--- src/design/sync_length_frame_crc16_parser_macros.svh ---
// assertion macros shared by the parser rtl
// all macros sample on clk_i and are disabled while rst_ni is low
`ifndef SYNC_LENGTH_FRAME_CRC16_PARSER_MACROS_SVH
`define SYNC_LENGTH_FRAME_CRC16_PARSER_MACROS_SVH

// same-cycle implication
`define SLFC_ASSERT_SAME(lbl, ante, cons, msg) \
  lbl: assert property (@(posedge clk_i) disable iff (!rst_ni) (ante) |-> (cons)) \
    else $error(msg);

// next-cycle implication
`define SLFC_ASSERT_NEXT(lbl, ante, cons, msg) \
  lbl: assert property (@(posedge clk_i) disable iff (!rst_ni) (ante) |=> (cons)) \
    else $error(msg);

`endif

--- src/design/slfc_pkg.sv ---
`timescale 1ns / 1ps
// ----------------------------------------------------------------------------
// slfc_pkg
// Types, constants and the crc update shared by the frame parser files.
// ----------------------------------------------------------------------------
package slfc_pkg;

  localparam int unsigned ByteW     = 8;
  localparam int unsigned LenW      = 16;
  localparam int unsigned CrcW      = 16;
  localparam int unsigned EventW    = 2;
  localparam int unsigned CfgIdxW   = 2;
  localparam int unsigned CfgDataW  = 16;

  localparam logic [CrcW-1:0] CrcInit = 16'hFFFF;
  localparam logic [CrcW-1:0] CrcPoly = 16'hA001;

  localparam logic [ByteW-1:0] SyncFirstRst  = 8'hAA;
  localparam logic [ByteW-1:0] SyncSecondRst = 8'h55;
  localparam logic [LenW-1:0]  MaxLenRst     = 16'd256;

  typedef enum logic [CfgIdxW-1:0] {
    REG_SYNC_FIRST  = 2'd0,
    REG_SYNC_SECOND = 2'd1,
    REG_MAX_LEN     = 2'd2,
    REG_UNUSED      = 2'd3
  } cfg_reg_e;

  typedef enum logic [2:0] {
    PH_SYNC0   = 3'd0,
    PH_SYNC1   = 3'd1,
    PH_LEN_LO  = 3'd2,
    PH_LEN_HI  = 3'd3,
    PH_CMD     = 3'd4,
    PH_PAYLOAD = 3'd5,
    PH_CRC_LO  = 3'd6,
    PH_CRC_HI  = 3'd7
  } phase_e;

  typedef enum logic [EventW-1:0] {
    EV_NONE   = 2'd0,
    EV_READY  = 2'd1,
    EV_BADLEN = 2'd2,
    EV_BADCRC = 2'd3
  } event_e;

  // crc-16/modbus, one byte, reflected, unrolled over the eight bit steps
  function automatic logic [CrcW-1:0] crc_update(input logic [CrcW-1:0] crc,
                                                 input logic [ByteW-1:0] b);
    logic [CrcW-1:0] c;
    c = crc ^ {{(CrcW-ByteW){1'b0}}, b};
    for (int k = 0; k < ByteW; k++) begin
      if (c[0]) begin
        c = (c >> 1) ^ CrcPoly;
      end else begin
        c = c >> 1;
      end
    end
    return c;
  endfunction

endpackage

--- src/design/slfc_ifs.sv ---
`timescale 1ns / 1ps
// ----------------------------------------------------------------------------
// slfc_ifs
// Valid/ready channel interfaces for the byte input, the result output and
// the configuration write port.
// ----------------------------------------------------------------------------
interface slfc_in_if;
  logic                      valid;
  logic                      ready;
  logic [slfc_pkg::ByteW-1:0] rx_byte;

  modport source (output valid, output rx_byte, input ready);
  modport sink   (input valid, input rx_byte, output ready);
endinterface

interface slfc_out_if;
  logic                        valid;
  logic                        ready;
  logic [slfc_pkg::EventW-1:0] event_res;
  logic                        is_payload;
  logic [slfc_pkg::LenW-1:0]   payload_position;
  logic [slfc_pkg::ByteW-1:0]  frame_command;
  logic [slfc_pkg::LenW-1:0]   frame_length;

  modport source (output valid, output event_res, output is_payload,
                  output payload_position, output frame_command,
                  output frame_length, input ready);
  modport sink   (input valid, input event_res, input is_payload,
                  input payload_position, input frame_command,
                  input frame_length, output ready);
endinterface

interface slfc_cfg_if;
  logic                          valid;
  logic                          ready;
  logic [slfc_pkg::CfgIdxW-1:0]  index;
  logic [slfc_pkg::CfgDataW-1:0] data;

  modport source (output valid, output index, output data, input ready);
  modport sink   (input valid, input index, input data, output ready);
endinterface

--- src/design/sync_length_frame_crc16_parser.sv ---
`timescale 1ns / 1ps
// ----------------------------------------------------------------------------
// sync_length_frame_crc16_parser
// Sync/length framed packet parser with a running crc-16/modbus check; one
// result per received byte.
// ----------------------------------------------------------------------------
// result: registered; result valid rises in the cycle after the byte transfer
// throughput: 1 byte per cycle while the result is taken; the phase fsm and the unrolled byte-wide crc
//   update sit between the frame registers and the result register
// reset: rst_ni async low; all but the result payload registers return to their defaults, fsm to sync hunt
`include "sync_length_frame_crc16_parser_macros.svh"

module sync_length_frame_crc16_parser (
  input  logic       clk_i,
  input  logic       rst_ni,
  slfc_in_if.sink    rx_i,
  slfc_cfg_if.sink   cfg_i,
  slfc_out_if.source res_o
);

  // configuration
  logic [slfc_pkg::ByteW-1:0] sync_first_q, sync_second_q;
  logic [slfc_pkg::LenW-1:0]  max_len_q;

  assign cfg_i.ready = 1'b1;

  always_ff @(posedge clk_i or negedge rst_ni) begin
    if (!rst_ni) begin
      sync_first_q  <= slfc_pkg::SyncFirstRst;
      sync_second_q <= slfc_pkg::SyncSecondRst;
      max_len_q     <= slfc_pkg::MaxLenRst;
    end else if (cfg_i.valid) begin
      unique case (slfc_pkg::cfg_reg_e'(cfg_i.index))
        slfc_pkg::REG_SYNC_FIRST:  sync_first_q  <= cfg_i.data[slfc_pkg::ByteW-1:0];
        slfc_pkg::REG_SYNC_SECOND: sync_second_q <= cfg_i.data[slfc_pkg::ByteW-1:0];
        slfc_pkg::REG_MAX_LEN:     max_len_q     <= cfg_i.data[slfc_pkg::LenW-1:0];
        default: ;
      endcase
    end
  end

  // frame state
  slfc_pkg::phase_e            phase_q, phase_d;
  logic [slfc_pkg::LenW-1:0]   length_q, length_d;
  logic [slfc_pkg::ByteW-1:0]  command_q, command_d;
  logic [slfc_pkg::LenW-1:0]   count_q, count_d;
  logic [slfc_pkg::CrcW-1:0]   crc_q, crc_d;
  logic [slfc_pkg::CrcW-1:0]   check_q, check_d;

  slfc_pkg::event_e            evt_d;
  logic                        isp_d;
  logic [slfc_pkg::LenW-1:0]   pos_d;

  logic                        in_xfer;
  logic [slfc_pkg::ByteW-1:0]  b;
  logic [slfc_pkg::LenW-1:0]   len_full;
  logic [slfc_pkg::LenW-1:0]   count_inc;
  logic [slfc_pkg::CrcW-1:0]   check_full;
  logic [slfc_pkg::CrcW-1:0]   crc_in, crc_next;

  // output register
  logic                        res_valid_q;

  assign rx_i.ready = !res_valid_q || res_o.ready;
  assign in_xfer    = rx_i.valid && rx_i.ready;
  assign b          = rx_i.rx_byte;

  assign len_full   = {b, length_q[slfc_pkg::ByteW-1:0]};
  assign check_full = {b, check_q[slfc_pkg::ByteW-1:0]};
  assign count_inc  = count_q + slfc_pkg::LenW'(1);
  assign crc_in     = (phase_q == slfc_pkg::PH_CMD) ? slfc_pkg::CrcInit : crc_q;
  assign crc_next   = slfc_pkg::crc_update(crc_in, b);

  always_comb begin
    phase_d   = phase_q;
    length_d  = length_q;
    command_d = command_q;
    count_d   = count_q;
    crc_d     = crc_q;
    check_d   = check_q;
    evt_d     = slfc_pkg::EV_NONE;
    isp_d     = 1'b0;
    pos_d     = '0;
    unique case (phase_q)
      slfc_pkg::PH_SYNC0: begin
        if (b == sync_first_q) begin
          phase_d = slfc_pkg::PH_SYNC1;
        end
      end
      slfc_pkg::PH_SYNC1: begin
        phase_d = (b == sync_second_q) ? slfc_pkg::PH_LEN_LO : slfc_pkg::PH_SYNC0;
      end
      slfc_pkg::PH_LEN_LO: begin
        length_d = {{(slfc_pkg::LenW-slfc_pkg::ByteW){1'b0}}, b};
        phase_d  = slfc_pkg::PH_LEN_HI;
      end
      slfc_pkg::PH_LEN_HI: begin
        if (len_full > max_len_q) begin
          phase_d   = slfc_pkg::PH_SYNC0;
          length_d  = '0;
          command_d = '0;
          count_d   = '0;
          crc_d     = slfc_pkg::CrcInit;
          check_d   = '0;
          evt_d     = slfc_pkg::EV_BADLEN;
        end else begin
          length_d = len_full;
          phase_d  = slfc_pkg::PH_CMD;
        end
      end
      slfc_pkg::PH_CMD: begin
        command_d = b;
        count_d   = '0;
        crc_d     = crc_next;
        phase_d   = (length_q == '0) ? slfc_pkg::PH_CRC_LO : slfc_pkg::PH_PAYLOAD;
      end
      slfc_pkg::PH_PAYLOAD: begin
        isp_d   = 1'b1;
        pos_d   = count_q;
        crc_d   = crc_next;
        count_d = count_inc;
        if (count_inc == length_q) begin
          phase_d = slfc_pkg::PH_CRC_LO;
        end
      end
      slfc_pkg::PH_CRC_LO: begin
        check_d = {{(slfc_pkg::CrcW-slfc_pkg::ByteW){1'b0}}, b};
        phase_d = slfc_pkg::PH_CRC_HI;
      end
      slfc_pkg::PH_CRC_HI: begin
        if (check_full == crc_q) begin
          check_d = check_full;
          phase_d = slfc_pkg::PH_SYNC0;
          evt_d   = slfc_pkg::EV_READY;
        end else begin
          phase_d   = slfc_pkg::PH_SYNC0;
          length_d  = '0;
          command_d = '0;
          count_d   = '0;
          crc_d     = slfc_pkg::CrcInit;
          check_d   = '0;
          evt_d     = slfc_pkg::EV_BADCRC;
        end
      end
    endcase
  end

  always_ff @(posedge clk_i or negedge rst_ni) begin
    if (!rst_ni) begin
      phase_q   <= slfc_pkg::PH_SYNC0;
      length_q  <= '0;
      command_q <= '0;
      count_q   <= '0;
      crc_q     <= slfc_pkg::CrcInit;
      check_q   <= '0;
    end else if (in_xfer) begin
      phase_q   <= phase_d;
      length_q  <= length_d;
      command_q <= command_d;
      count_q   <= count_d;
      crc_q     <= crc_d;
      check_q   <= check_d;
    end
  end

  always_ff @(posedge clk_i or negedge rst_ni) begin
    if (!rst_ni) begin
      res_valid_q <= 1'b0;
    end else if (in_xfer) begin
      res_valid_q <= 1'b1;
    end else if (res_o.ready) begin
      res_valid_q <= 1'b0;
    end
  end

  // result payload, no reset needed
  always_ff @(posedge clk_i) begin
    if (in_xfer) begin
      res_o.event_res        <= evt_d;
      res_o.is_payload       <= isp_d;
      res_o.payload_position <= pos_d;
      res_o.frame_command    <= command_d;
      res_o.frame_length     <= length_d;
    end
  end

  assign res_o.valid = res_valid_q;

  // checks
  `SLFC_ASSERT_NEXT(a_xfer_gives_result, in_xfer, res_valid_q, "byte transfer without result")
  `SLFC_ASSERT_SAME(a_payload_no_event, res_valid_q && res_o.is_payload, res_o.event_res == slfc_pkg::EV_NONE, "payload byte carries an event")
  `SLFC_ASSERT_SAME(a_count_in_range, phase_q == slfc_pkg::PH_PAYLOAD, count_q < length_q, "payload count beyond length")
  `SLFC_ASSERT_NEXT(a_badlen_clears, in_xfer && evt_d == slfc_pkg::EV_BADLEN, phase_q == slfc_pkg::PH_SYNC0 && length_q == '0 && crc_q == slfc_pkg::CrcInit, "bad length did not clear frame")

endmodule

--- src/flat_wrapper.sv ---
// flat-port wrapper written by rule: the top's interface ports become plain ports
module sync_length_frame_crc16_parser_flat 
  (clk_i, rst_ni, rx_i_valid, rx_i_rx_byte, rx_i_ready, cfg_i_valid, cfg_i_index, cfg_i_data, cfg_i_ready, res_o_valid, res_o_event_res, res_o_is_payload, res_o_payload_position, res_o_frame_command, res_o_frame_length, res_o_ready);
  slfc_in_if rx_i_i ();
  slfc_cfg_if cfg_i_i ();
  slfc_out_if res_o_i ();
  input  logic clk_i;
  input  logic rst_ni;
  input wire logic [$bits(rx_i_i.valid)-1:0] rx_i_valid;
  input wire logic [$bits(rx_i_i.rx_byte)-1:0] rx_i_rx_byte;
  output wire logic [$bits(rx_i_i.ready)-1:0] rx_i_ready;
  input wire logic [$bits(cfg_i_i.valid)-1:0] cfg_i_valid;
  input wire logic [$bits(cfg_i_i.index)-1:0] cfg_i_index;
  input wire logic [$bits(cfg_i_i.data)-1:0] cfg_i_data;
  output wire logic [$bits(cfg_i_i.ready)-1:0] cfg_i_ready;
  output wire logic [$bits(res_o_i.valid)-1:0] res_o_valid;
  output wire logic [$bits(res_o_i.event_res)-1:0] res_o_event_res;
  output wire logic [$bits(res_o_i.is_payload)-1:0] res_o_is_payload;
  output wire logic [$bits(res_o_i.payload_position)-1:0] res_o_payload_position;
  output wire logic [$bits(res_o_i.frame_command)-1:0] res_o_frame_command;
  output wire logic [$bits(res_o_i.frame_length)-1:0] res_o_frame_length;
  input wire logic [$bits(res_o_i.ready)-1:0] res_o_ready;
  assign rx_i_i.valid = rx_i_valid;
  assign rx_i_i.rx_byte = rx_i_rx_byte;
  assign rx_i_ready = rx_i_i.ready;
  assign cfg_i_i.valid = cfg_i_valid;
  assign cfg_i_i.index = cfg_i_index;
  assign cfg_i_i.data = cfg_i_data;
  assign cfg_i_ready = cfg_i_i.ready;
  assign res_o_valid = res_o_i.valid;
  assign res_o_event_res = res_o_i.event_res;
  assign res_o_is_payload = res_o_i.is_payload;
  assign res_o_payload_position = res_o_i.payload_position;
  assign res_o_frame_command = res_o_i.frame_command;
  assign res_o_frame_length = res_o_i.frame_length;
  assign res_o_i.ready = res_o_ready;
  sync_length_frame_crc16_parser u_core (.clk_i(clk_i), .rst_ni(rst_ni), .rx_i(rx_i_i), .cfg_i(cfg_i_i), .res_o(res_o_i));
endmodule
--- config.mk ---
export PLATFORM = sky130hd
export DESIGN_NAME = sync_length_frame_crc16_parser_flat
export DESIGN_NICKNAME = d
export VERILOG_FILES = /design/src/design/slfc_pkg.sv /design/src/design/slfc_ifs.sv /design/src/design/sync_length_frame_crc16_parser.sv /design/src/flat_wrapper.sv
export VERILOG_INCLUDE_DIRS = /design/src /design/src/design
export SDC_FILE = /design/constraint.sdc
export NUM_CORES = 1
export LEC_CHECK = 0
export CELL_PAD_IN_SITES_DETAIL_PLACEMENT = 1
export CELL_PAD_IN_SITES_GLOBAL_PLACEMENT = 1
export CORE_MARGIN = 1
export CORE_UTILIZATION = 46
export DETAILED_ROUTE_END_ITERATION = 12
export DONT_BUFFER_PORTS = 1
export GPL_TIMING_DRIVEN = 0
export HOLD_SLACK_MARGIN = 0.06
export PLACE_DENSITY = 0.78
export SLEW_MARGIN = 10
export SYNTH_ARGS = -nofsm -noshare
export SYNTH_HDL_FRONTEND = slang
export SYNTH_SLANG_ARGS = --single-unit
export TNS_END_PERCENT = 20
--- constraint.sdc ---
create_clock -name clk_i -period 2.9 [get_ports clk_i]
set_clock_uncertainty 0.2 [all_clocks]
set_input_delay 0.435 -clock clk_i [delete_from_list [all_inputs] [get_ports clk_i]]
set_output_delay 0.435 -clock clk_i [all_outputs]
set_load 0.02 [all_outputs]
==> metrics.md <==
| Metric | Value |
|---|---|
| Final setup fails | `1` |
| Post-Synthesis Net Count | `767` |
| Clk slew on worst S/H paths | `0.06 ns` |
| Fin area | `8930 um2` |
| Die W | `between 100 and 150 um` |
| Post-synthesis xor/xnor area fraction | `0.0879` |
| Outcome | `finished, violations left` |
| Die area | `17300 um2` |
| Initial Util | `0.469` |
| Post-synth ARST share | `0.699` |
| LEAKAGE | `3.58 nW` |
| Failing checks | `negative setup slack` |
| Final Cycle Share | `1.00` |
| Share of post-route cells with drive strength above 1 | `0.205` |
| Drt pass-1 iters | `6` |
| Core footprint | `16500 um2` |
| RSZ-0062 raised after global routing | `true` |
| Post-synthesis instance area | `7720 um2` |
| First-pass GRT wire length | `36.3 mm` |
| Syn. warnings | `0` |
| H-tree levels | `4` |
| Ant diodes | `0` |
| CP Launch Type | `flop` |
| Yosys top cell by area | `dfrtp_1` |
| Slew @ Worst Pin | `around 0.88 ns` |
| Maximum vdd drop | `0.557 mV` |
| Crit-path max FO | `10` |
| Multi-input logic area | `3560 um2` |
| Synth Area in Adders | `0.0275` |
| Final Worst Setup Slack | `-0.00427 ns` |
| Nets | `811` |
| Netlist cell types | `65` |
| Largest family of logic cells by synthesized area | `simple AND/OR/NAND/NOR gates` |
| Pwr/cell area | `975 nW/um2` |
| Post-place instance area | `8000 um2` |
| Total area of sequential cells | `3830 um2` |
| Synth top area share | `0.243` |
| Post-route ant nets | `0` |
| Post-synthesis mux area share | `0.0849` |
| Post-synthesis sequential area ratio | `0.495` |
| Residual DRC | `0` |
| Min cycle time layout | `about 2.9 ns` |
| Total GRT Usage | `0.276` |
| Mean post-synth cell area | `around 11 um2` |
| Num ports | `a little under 80` |
| EDFF count, synth | `43` |
| Area Overhead vs Synth | `15.6%` |
| Critical path class | `reg2reg` |
| First DRT Iteration DRCs | `between 300 and 400` |
| FP Rows | `between 40 and 50` |
| Number of global-route vias before repair | `6556` |
| Total congestion overflow | `0` |
| Final RePlAce weighted congestion | `about 0.90` |
| Hold Path Class | `in2reg` |
| Detailed-route via count | `a little under 6000` |
| Fmax | `344 MHz` |
| Worst-skew pair later-pin latency | `roughly 0.43 ns` |
| Power Total | `8.71 mW` |
| Synthesis-stage register bit count | `around 140` |
| Compound-Gate Fraction of Synth Area | `0.123` |
| Main synth FF type | `dfrtp_1` |
| Critical Path AT | `2.86 ns` |
| FILL cells | `1764` |
| CTS Root Cell | `clkbuf_16` |
| Post-Synth Simple-Gate Area | `0.129` |
| Slew Limit Headroom | `0.415` |
| CTS Sinks | `143` |
| Final wirelength | `22.8 mm` |
| Finished Core Util | `0.542` |
| Maxcap violations | `0` |
| Commonest cells after routing, fill and taps aside | `74 x dfrtp_1, 56 x nand2_1, 47 x inv_1` |
| Per-cell routed wire length | `roughly 23 um` |
| Req. time, crit path | `between 2 and 3 ns` |
| Final slew viol count | `0` |
| Largest net degree at the start of global routing | `101` |
| Top cells by area, synth | `dfrtp_1 24%, edfxtp_1 17%, dfstp_2 8.5%` |
| TritonCTS clock tree | `yes` |
| Syn Inst Count | `slightly above 700` |
| Clock buffer depth | `2` |
| Final hold vios | `0` |
| Port Buffers | `0` |
| Total CTS buffers | `17` |
| Commonest non-fill, non-tap cell in the layout | `dfrtp_1` |
| Antenna violations before repair | `0` |
| CP Capture Type | `flop` |
| Die height | `132 um` |
| Vias per Instance | `5.98` |
| DP HPWL | `15.4 mm` |
## Yosys cell counts, types with 16 or more instances
library cell	number
buf_2	16
mux2i_1	16
dfrtp_1	75
a22o_1	33
nor2_1	38
dfstp_2	25
nand2_1	57
a21oi_1	28
ha_1	17
edfxtp_1	43
inv_1	48
xor2_1	44
xnor2_1	29
o21ai_0	36
mux2_2	44
## metal layers
layer | share of wire | routed length [um] | global-route usage
met1 | 0.42 | 9510 | 0.333
met2 | 0.50 | 11500 | 0.474
met3 | 0.044 | 1000 | 0.0532
met4 | 0.035 | 809 | 0.127
met5 | 0 | 0 | 0
## cell type report
class / count / area share
Sequential cell: 143 / 0.428
Multi-Input combinational cell: 485 / 0.398
Clock buffer: 19 / 0.0496
Tap cell: 220 / 0.0308
Timing Repair Buffer: 23 / 0.0266
Buffer: 41 / 0.0249
Inverter: 50 / 0.0219
Clock inverter: 13 / 0.0181
Timing Repair inverter: 2 / 0.00140
## per-stage QoR
step	instances	setup TNS [ns]	hold slack [ns]	worst slack, ns
global route	996	-1.50	0.163	-0.127
global placement	939	-12.02	-0.0563	-0.610
floorplan	719	0	-0.0606	0.0954
finish	996	-0.00427	0.144	-0.00427
detailed placement	939	-18.79	-0.0576	-0.731
CTS	992	0	0.196	0.000458
## where the power goes
part / switching (mW) / total (mW) / internal, mW
Clock: 0.897 / 2.27 / 1.38
Sequential: 0.721 / 3.49 / 2.77
Combinational: 1.68 / 2.95 / 1.26
## final timing paths
kind | start | endpoint | slack, ns | cells past startpoint
setup / recovery | u_core.crc_q[2] | u_core.res_o.frame_command[0] | -0.004 | 8
hold / removal | cfg_i_index[1] | u_core.sync_first_q[0] | 0.14 | 2
setup reg to reg | u_core.crc_q[2] | u_core.res_o.frame_command[0] | -0.004 | 8
hold reg to reg | u_core.max_len_q[6] | u_core.max_len_q[6] | 0.31 | 1
max in group asynchronous | rst_ni | u_core.sync_second_q[2] | 1.67 | 2
min in group asynchronous | rst_ni | u_core.count_q[5] | 0.38 | 2
## worst max-delay path: stages (launching register included)
cell and delay [ns]:
dfstp_2 0.51, clkbuf_2 0.19, xor2_1 0.27, nor4_2 0.10, and4_1 0.23, a21oi_1 0.27
o21a_1 0.39, clkbuf_2 0.28, o21ai_0 0.17
## kinds of logic (layout without fill, tap and decap cells)
| logic type | Yosys count | after routing |
|---|---|---|
| compound gates | 140 | 140 |
| other cells | 1 | 1 |
| flops | 143 | 143 |
| simple gates | 192 | 192 |
| buf+inv | 91 | 148 |
| mux | 60 | 60 |
| fa+ha+maj | 17 | 17 |
| xor+xnor | 75 | 75 |
## repair_timing
item / in CTS / in global routing
hold buffers: 19 / 0
setup endpoints to repair: 73 / 69
gates resized for setup: 3 / 19
pin swaps: 0 / 1
gates cloned: 2 / 0
hold endpoints to repair: 133 / 0
setup buffers: 0 / 4
## state kept, by name, indices dropped and copies added, names as in the netlist, 16 cells and up
name,count
u_core.count_q,16
u_core.res_o.payload_position,16
u_core.res_o.frame_length,16
u_core.length_q,16
u_core.crc_q,16
u_core.max_len_q,16
Power figures use the tool's default switching activity.
